--- src/rtl/lrc_pkg.sv ---
package lrc_pkg;

    localparam int KEY_W   = 64;
    localparam int VALUE_W = 64;
    localparam int CAP_W   = 11;

    localparam logic [CAP_W-1:0] CAP_RESET = 11'd1024;

    localparam logic OP_LOOKUP = 1'b0;
    localparam logic OP_INSERT = 1'b1;

    typedef struct packed {
        logic               opcode;
        logic [KEY_W-1:0]   key;
        logic [VALUE_W-1:0] value;
    } t_in_req;

    typedef struct packed {
        logic               hit;
        logic [VALUE_W-1:0] value_out;
        logic               evicted;
    } t_out_res;

endpackage

--- src/rtl/lrc_ctrl.sv ---
module lrc_ctrl #(
    parameter int ENTRIES    = 1024,
    parameter int KEY_BITS   = 64,
    parameter int VALUE_BITS = 64,
    localparam int IDX_W = $clog2(ENTRIES),
    localparam int CNT_W = $clog2(ENTRIES + 1),
    localparam int DW    = KEY_BITS + VALUE_BITS
) (
    input  logic                          i_clk,
    input  logic                          i_rst_n,
    input  logic                          i_req_valid,
    input  lrc_pkg::t_in_req              i_req,
    input  logic [lrc_pkg::CAP_W-1:0]     i_capacity,
    input  logic                          i_res_ready,
    output logic                          o_res_valid,
    output lrc_pkg::t_out_res             o_res,
    output logic                          o_busy,
    output logic [CNT_W-1:0]              o_held,
    output logic [IDX_W-1:0]              o_rd_addr,
    output logic                          o_wr_en,
    output logic [IDX_W-1:0]              o_wr_addr,
    output logic [DW-1:0]                 o_wr_data,
    input  logic [DW-1:0]                 i_rd_data
);

    import lrc_pkg::*;

    // Entries sit in recency order: slot 0 is the most recent.
    localparam logic [2:0] S_IDLE  = 3'd0;
    localparam logic [2:0] S_SCAN  = 3'd1;
    localparam logic [2:0] S_SHIFT = 3'd2;
    localparam logic [2:0] S_PUT   = 3'd3;
    localparam logic [2:0] S_DONE  = 3'd4;

    logic [2:0]          r_state, n_state;
    logic [CNT_W-1:0]    r_held, n_held;
    logic [IDX_W-1:0]    r_idx, n_idx;
    logic [IDX_W-1:0]    r_last, n_last;
    logic [KEY_BITS-1:0] r_key, n_key;
    logic [DW-1:0]       r_entry, n_entry;
    logic                r_ins, n_ins;
    t_out_res            r_res, n_res;

    logic [CNT_W-1:0]    cap_u;
    logic [CNT_W-1:0]    keep_cnt;
    logic                key_match;

    always_comb begin
        if (i_capacity == '0) begin
            cap_u = CNT_W'(1);
        end else if (32'(i_capacity) > ENTRIES) begin
            cap_u = CNT_W'(ENTRIES);
        end else begin
            cap_u = CNT_W'(i_capacity);
        end
    end

    // Drop the oldest entries down to capacity - 1 before an insert.
    assign keep_cnt  = (r_held >= cap_u) ? (cap_u - CNT_W'(1)) : r_held;
    assign key_match = (i_rd_data[DW-1:VALUE_BITS] == r_key);

    always_comb begin
        n_state   = r_state;
        n_held    = r_held;
        n_idx     = r_idx;
        n_last    = r_last;
        n_key     = r_key;
        n_entry   = r_entry;
        n_ins     = r_ins;
        n_res     = r_res;
        o_rd_addr = r_idx;
        o_wr_en   = 1'b0;
        o_wr_addr = r_idx + IDX_W'(1);
        o_wr_data = i_rd_data;
        o_res_valid = 1'b0;
        case (r_state)
            S_IDLE: begin
                if (i_req_valid) begin
                    n_res = '0;
                    if (i_req.opcode == OP_LOOKUP) begin
                        n_key = i_req.key[KEY_BITS-1:0];
                        n_ins = 1'b0;
                        if (r_held == '0) begin
                            n_state = S_DONE;
                        end else begin
                            o_rd_addr = '0;
                            n_idx     = '0;
                            n_last    = IDX_W'(r_held - CNT_W'(1));
                            n_state   = S_SCAN;
                        end
                    end else begin
                        n_entry       = {i_req.key[KEY_BITS-1:0], i_req.value[VALUE_BITS-1:0]};
                        n_ins         = 1'b1;
                        n_res.evicted = (r_held >= cap_u);
                        n_held        = keep_cnt;
                        if (keep_cnt == '0) begin
                            n_state = S_PUT;
                        end else begin
                            o_rd_addr = IDX_W'(keep_cnt - CNT_W'(1));
                            n_idx     = IDX_W'(keep_cnt - CNT_W'(1));
                            n_state   = S_SHIFT;
                        end
                    end
                end
            end
            S_SCAN: begin
                if (key_match) begin
                    n_res.hit       = 1'b1;
                    n_res.value_out = VALUE_W'(i_rd_data[VALUE_BITS-1:0]);
                    n_entry         = i_rd_data;
                    if (r_idx == '0) begin
                        n_state = S_DONE;
                    end else begin
                        o_rd_addr = r_idx - IDX_W'(1);
                        n_idx     = r_idx - IDX_W'(1);
                        n_state   = S_SHIFT;
                    end
                end else if (r_idx == r_last) begin
                    n_state = S_DONE;
                end else begin
                    // read ahead one slot
                    o_rd_addr = r_idx + IDX_W'(1);
                    n_idx     = r_idx + IDX_W'(1);
                end
            end
            S_SHIFT: begin
                // move each newer entry one slot older
                o_wr_en = 1'b1;
                if (r_idx == '0) begin
                    n_state = S_PUT;
                end else begin
                    o_rd_addr = r_idx - IDX_W'(1);
                    n_idx     = r_idx - IDX_W'(1);
                end
            end
            S_PUT: begin
                o_wr_en   = 1'b1;
                o_wr_addr = '0;
                o_wr_data = r_entry;
                if (r_ins) begin
                    n_held = r_held + CNT_W'(1);
                end
                n_state = S_DONE;
            end
            S_DONE: begin
                o_res_valid = 1'b1;
                if (i_res_ready) begin
                    n_state = S_IDLE;
                end
            end
            default: begin
                n_state = S_IDLE;
            end
        endcase
    end

    always_ff @(posedge i_clk) begin
        if (!i_rst_n) begin
            r_state <= S_IDLE;
            r_held  <= '0;
        end else begin
            r_state <= n_state;
            r_held  <= n_held;
        end
        r_idx   <= n_idx;
        r_last  <= n_last;
        r_key   <= n_key;
        r_entry <= n_entry;
        r_ins   <= n_ins;
        r_res   <= n_res;
    end

    assign o_res  = r_res;
    assign o_busy = (r_state != S_IDLE);
    assign o_held = r_held;

endmodule

--- config.mk ---
export PLATFORM = sky130hd
export DESIGN_NAME = lrc_ctrl
export DESIGN_NICKNAME = d
export VERILOG_FILES = /design/src/rtl/lrc_pkg.sv /design/src/rtl/lrc_ctrl.sv
export SDC_FILE = /design/constraint.sdc
export NUM_CORES = 1
export LEC_CHECK = 0
export BUFFER_PORTS_ARGS = -buffer_cell sky130_fd_sc_hd__buf_4
export CAP_MARGIN = 25
export CORE_AREA = 4 4 190 192
export DETAILED_ROUTE_END_ITERATION = 6
export DIE_AREA = 0 0 194 196
export PLACE_DENSITY = 0.71
export SYNTH_ARGS = -nofsm -noshare
export SYNTH_HDL_FRONTEND = slang
export SYNTH_SLANG_ARGS = --single-unit
--- constraint.sdc ---
create_clock -name i_clk -period 8.9 [get_ports i_clk]
set_input_delay 1.78 -clock i_clk [delete_from_list [all_inputs] [get_ports i_clk]]
set_output_delay 1.78 -clock i_clk [all_outputs]
set_load 0.005 [all_outputs]
==> Yosys cells after proc, flatten, opt, wreduce, memory -nomap -nowiden <==
Index checks and enable logic that the tools add are counted.
{ "totals": {"register_bits": 293, "in_bits": 272, "out_inout_bits": 228} }
{ "classes": {"addsub": 6, "magnitude_cmp": 2, "n_eq_ne": 13, "muxes": 38, "bitwise_logic": 2, "n_reduce_logical": 16} }
{ "ops": {"columns": ["cell", "n"], "rows": [
  ["2-to-1 mux 128 bit", 4],
  ["case mux 128 bit (2 select lines)", 1],
  ["case mux 65 bit (2 select lines)", 1],
  ["2-to-1 mux 10 bit", 8],
  ["2-to-1 mux 11 bit", 6],
  ["2-to-1 mux 66 bit", 1],
  ["2-to-1 mux 65 bit", 1],
  ["== test 64 bit", 1],
  ["logical NOT 11 bit", 3],
  ["case mux 10 bit (3 select lines)", 1],
  ["subtractor 10 x 1 -> 10 bit, second input constant", 3],
  ["2-to-1 mux 3 bit", 8],
  ["case mux 11 bit (2 select lines)", 1],
  ["AND reduction 4 bit", 4],
  ["case mux 3 bit (5 select lines)", 1],
  ["!= test 2 bit, second input constant", 6],
  ["adder 11 x 1 -> 11 bit, second input constant", 1],
  [">= comparator 11 bit", 1],
  ["> comparator 11 bit, second input constant", 1],
  ["subtractor 11 x 1 -> 11 bit, second input constant", 1],
  ["adder 10 x 1 -> 10 bit, second input constant", 1],
  ["== test 10 bit", 1],
  ["logical NOT 10 bit", 1],
  ["== test 3 x 2 -> 1 bit, second input constant", 2],
  ["11 further kinds", 18]
]} }

==> Depth between registers and ports, before layout <==
{ "logic_depth": {"depth_word": 10, "depth_mapped": 20, "depth_no_buf": 17} }

==> Worst setup path after synthesis <==
OpenSTA, ideal clock, no wires.
{ "synth_timing": {"path_type": "in2out", "start": "input port i_capacity[4] in the netlist's numbering", "end": "output port o_rd_addr[2]", "arrival_time_ps": 5574, "required_ps": 7120, "path_slack_ps": 1546, "stages": 19, "path_cell_list": "clkbuf_2 > nor3_1 > a31oi_1 > or2_2 > inv_1 > ha_1 > nand2b_4 > a2111oi_4 > nor4_2 > or3_1 > buf_4 > buf_6 > nand2_1 > o21ai_0 > ha_1 > or4_1 > a21oi_2 > o31ai_1 > a22oi_1"} }
{ "synth_via": {"elab_chain_len": 10, "word_cells_on_any_way": 13} }
{ "synth_rtl": {"columns": ["element", "line_no", "text"], "rows": [
  ["from (decl)", "lrc_ctrl.sv:13", "input logic [lrc_pkg::CAP_W-1:0] i_capacity,"],
  ["> comparator 11 bit", "lrc_ctrl.sv:51", "end else if (32'(i_capacity) > ENTRIES) begin"],
  ["2-to-1 mux 11 bit", "lrc_ctrl.sv:51", null],
  ["2-to-1 mux 11 bit (*)", "lrc_ctrl.sv:49", "if (i_capacity == '0) begin"],
  ["subtractor 11 x 1 -> 11 bit or >= comparator 11 bit (tied branches)", "lrc_ctrl.sv:59", "assign keep_cnt = (r_held >= cap_u) ? (cap_u - CNT_W'(1)) : r_held;"],
  ["2-to-1 mux 11 bit (*)", "lrc_ctrl.sv:59", null],
  ["subtractor 10 x 1 -> 10 bit or logical NOT 11 bit (tied branches)", "lrc_ctrl.sv:99, lrc_ctrl.sv:96", null],
  ["2-to-1 mux 10 bit (*)", "lrc_ctrl.sv:96", "if (keep_cnt == '0) begin"],
  ["2-to-1 mux 10 bit (*) (2 in a row)", null, null],
  ["case mux 10 bit (3 select lines) (*)", null, null],
  ["to (decl)", "lrc_ctrl.sv:19", "output logic [IDX_W-1:0] o_rd_addr,"]
]} }
Mark *: on every way between the ends. The rest lies on a longest branch, timed or not.

==> Worst setup path in the final report <==
{ "layout_timing": {"start": "input port i_capacity[5] in the netlist's numbering", "end": "output port o_rd_addr[8]"} }
Same word-level chain as after synthesis.

==> metrics.txt <==
met1 WL 22380 um; Clock Sinks around 300; Congestion Overflow GR 0; GRT Util Overall between 20 and 30%; P_leak roughly 9.7 nW; DRC 0; initial antenna violation count 2; Worst Setup End Kind output port; Yosys reg bits just under 300; Non-Filler Instances 2557; CP startpoint i_capacity[5]; data required time of the critical path about 7 ns; setup slack, reg-to-reg 3.87 ns; critical path arrival ~6.6 ns; ys async rst share 0%; Peak supply drop 222.5 uV; DR vias 14140; DR pass1 iterations 7; Die H about 200 um; Worst Path Class, Setup in -> out; FMAX roughly 120 MHz; share of post-route cells with drive strength above 1 28.67%; combinational family with the most area after synthesis simple AND/OR/NAND/NOR gates; core area between 30000 and 40000 um^2; Fin. Hold Viols 0; xor/xnor share of the synthesized area ~5.6%; Max H-tree Level 2; class of the worst hold path reg -> reg; RSZ-0062 raised after global routing false; die width 194 um; Synth Area in Simple Gates between 20% and 30%; DIE AREA between 30000 and 40000 um^2; Post-synth EDFFs roughly 270; Clock Tree Buf Depth 3; cell area power density about 290 nW/um^2; First DRT Iteration DRCs approximately 1400; final setup vio count 0; top_reg_cell synth edfxtp_1; critical path, cell by cell buf_4 -> nor3_1 -> a31oi_1 -> or2_2 -> inv_1 -> ha_1 -> nand2b_4 -> a2111oi_4 -> nor4_2 -> or3_1 -> mux2i_1 -> ha_1 -> o21ai_0 -> a21oi_1 -> xor2_1 -> o311ai_0 -> buf_4; Max stage delay on crit path about 0.70 ns; Cells after DPL between 2000 and 2500; syn nets between 1500 and 2000; Post-DRT Antenna Nets 0; Compound-Gate Fraction of Synth Area 9.730%; sequential cell area fraction in the yosys report 54.46%; Clock Latency Late Sink 0.51 ns; RePlAce Congestion roughly 0.9; CTS tree done; Worst Hold Launch o_held[10]$_SDFFE_PN0P_; Met2 Wirelength 27310 um; worst-margin pin slew 1.036 ns; number of CTS-inserted buffers 34; crit-path max FO 17; CTS Root Cell clkbuf_16; initial core utilization 45.72%; I/O Pins 500; FP Rows 68; final setup TNS 0 ns; Post-Synthesis Cells 1626; synthesized-area fraction occupied by adder cells between 1 and 1.5%; max_cap viols 0; pins over their slew limit 0; Max Clock Skew ~0.028 ns; wire per inst 22.59 um; synth unique cells 83; synthesized area per cell 9.664 um^2; port bufs between 400 and 500; Post-Route WL a little under 60000 um; Yosys warning count 0; largest net degree at the start of global routing 84; fraction of the cycle the final worst path needs 94.17%; Vias/cell about 5.5; Crit-path slowest cell or3_1; Layout fillers 2996; nets 2365; Setup Buffers After CTS 0; met3 wire length 5709 um; vias in the first global route around 14000; post-CTS sizing 0; worst flop-to-flop path startpoint r_state[2]$_SDFFE_PN0P_; Top Layer Used met4; post-synthesis mux area share less than 1%; Final Critical Period between 8 and 9 ns; Synth-to-Final Area Change 32.63%; Final HPWL DP 41510 um; status completed; Clock Pin Slew Worst Setup and Hold Paths around 0.06 ns; startpoint types primary input; Mapped Area ~16000 um^2; global-route wire length before repair between 80000 and 90000 um; Slew headroom between 30% and 40%; CTS Hold Buffers Added 0
[worst max-delay path, delay by kind of cell]
family / cells / cell delay (ns)
mux: 1 / 0.49
buf+inv: 3 / 0.43
simple gates: 5 / 1.69
fa+ha+maj: 2 / 0.55
compound gates: 5 / 1.56
xor+xnor: 1 / 0.10
[cell families (layout without fill, tap and decap cells)]
kind of cell,Yosys count,after routing
AND/OR/NAND/NOR,885,885
other,0,2
AO/OA/AOI/OAI,199,199
XOR/XNOR,99,99
multiplexers,13,13
flip-flops,293,293
adder cells (fa/ha/maj),17,17
buffers and inverters,120,594
[cell usage after synthesis (9+ instances only)]
library cell	count	area share (%)
clkbuf_1	66	1.6
nor4_1	22	0.88
nand2_1	622	15
nor3_1	22	0.70
nand3_1	20	0.64
buf_1	16	0.38
ha_1	17	1.4
o21ai_0	24	0.76
dfxtp_1	24	3.1
and2_1	9	0.36
a21o_1	69	3.3
nor2_1	62	1.5
and3_1	74	2.9
edfxtp_1	269	51
xnor2_1	21	1.2
a21oi_1	17	0.54
xor2_1	77	4.3
inv_1	22	0.53
mux2i_1	11	0.70
[sequential cells by signal, summed over array words and instances, names as in the netlist]
name / count
r_idx: 10
r_state: 3
o_held: 11
r_ins: 1
r_key: 64
o_res: 66
r_entry: 128
r_last: 10
[area by class of cell]
type	instances	area, um^2	share of cell area, %
antenna	2	5.005	0.02401
clock buffer	44	929.6	4.461
clock inverter	16	137.6	0.6604
inverter	22	82.58	0.3962
multi-input combinational	1213	6701	32.15
sequential	293	8559	41.07
tap	455	569.3	2.732
timing repair buffer	512	3856	18.50
[layer usage]
metal / global-route usage (%) / vias to the layer above
met5: 0 / -
met4: 10.57 / 0
met3: 8.587 / 143
met2: 46.75 / 734
met1: 36.72 / 6704
li1: - / 6554
[placed cells by master (no fill, tap or decap), types with 4 or more instances in the layout]
cell type and instances:
nor4_2 4, nor4_1 22, nor2b_1 8, nor3_1 22
a221oi_1 4, ha_1 17, or3_1 7, o21ai_0 24
clkinv_1 6, a21o_1 69, and2_1 9, o31ai_1 5
o21ai_1 4, a31oi_1 5, nand3_1 20, nand4_1 8
mux2i_1 11, nand2_1 619, clkinv_2 4, clkbuf_1 7
o21a_1 6, clkbuf_16 35, a211oi_1 8, xor2_1 77
buf_4 511, xnor2_1 21, nor2_1 59, edfxtp_1 269
and3_1 73, nand2b_1 7, inv_1 21, dfxtp_1 23
o211ai_1 5, a21oi_1 17
[path summary, 6_finish.rpt]
check | depth (start not counted) | to
max reg2reg | 7 | r_entry[121]$_DFFE_PP_
min | 1 | o_held[10]$_SDFFE_PN0P_
min reg2reg | 1 | o_held[10]$_SDFFE_PN0P_
max | 17 | o_rd_addr[8]
[power by group]
part / switching (mW) / internal (mW)
Sequential: 0.228 / 2.17
Clock: 0.559 / 0.798
Combinational: 1.43 / 0.897
[per-stage QoR]
| stage | hold WS [ns] | utilization (%) | setup WS (ns) | instance area [um^2] | power (mW) |
|---|---|---|---|---|---|
| 6_report | 0.6802 | 60.63 | 0.5185 | 20840 | 6.088 |
| 5_1_grt | 0.7081 | 60.63 | 0.2909 | 20840 | 6.394 |
| 4_1_cts | 0.6853 | 60.62 | 0.6434 | 20840 | 6.098 |
| 3_5_place_dp | 0.6756 | 57.51 | 0.6515 | 19770 | 4.735 |
| 3_3_place_gp | 0.6726 | 57.51 | 0.7581 | 19770 | 4.714 |
| 2_1_floorplan | 0.5908 | - | 1.546 | 15710 | 3.667 |
Power figures use the tool's default switching activity.
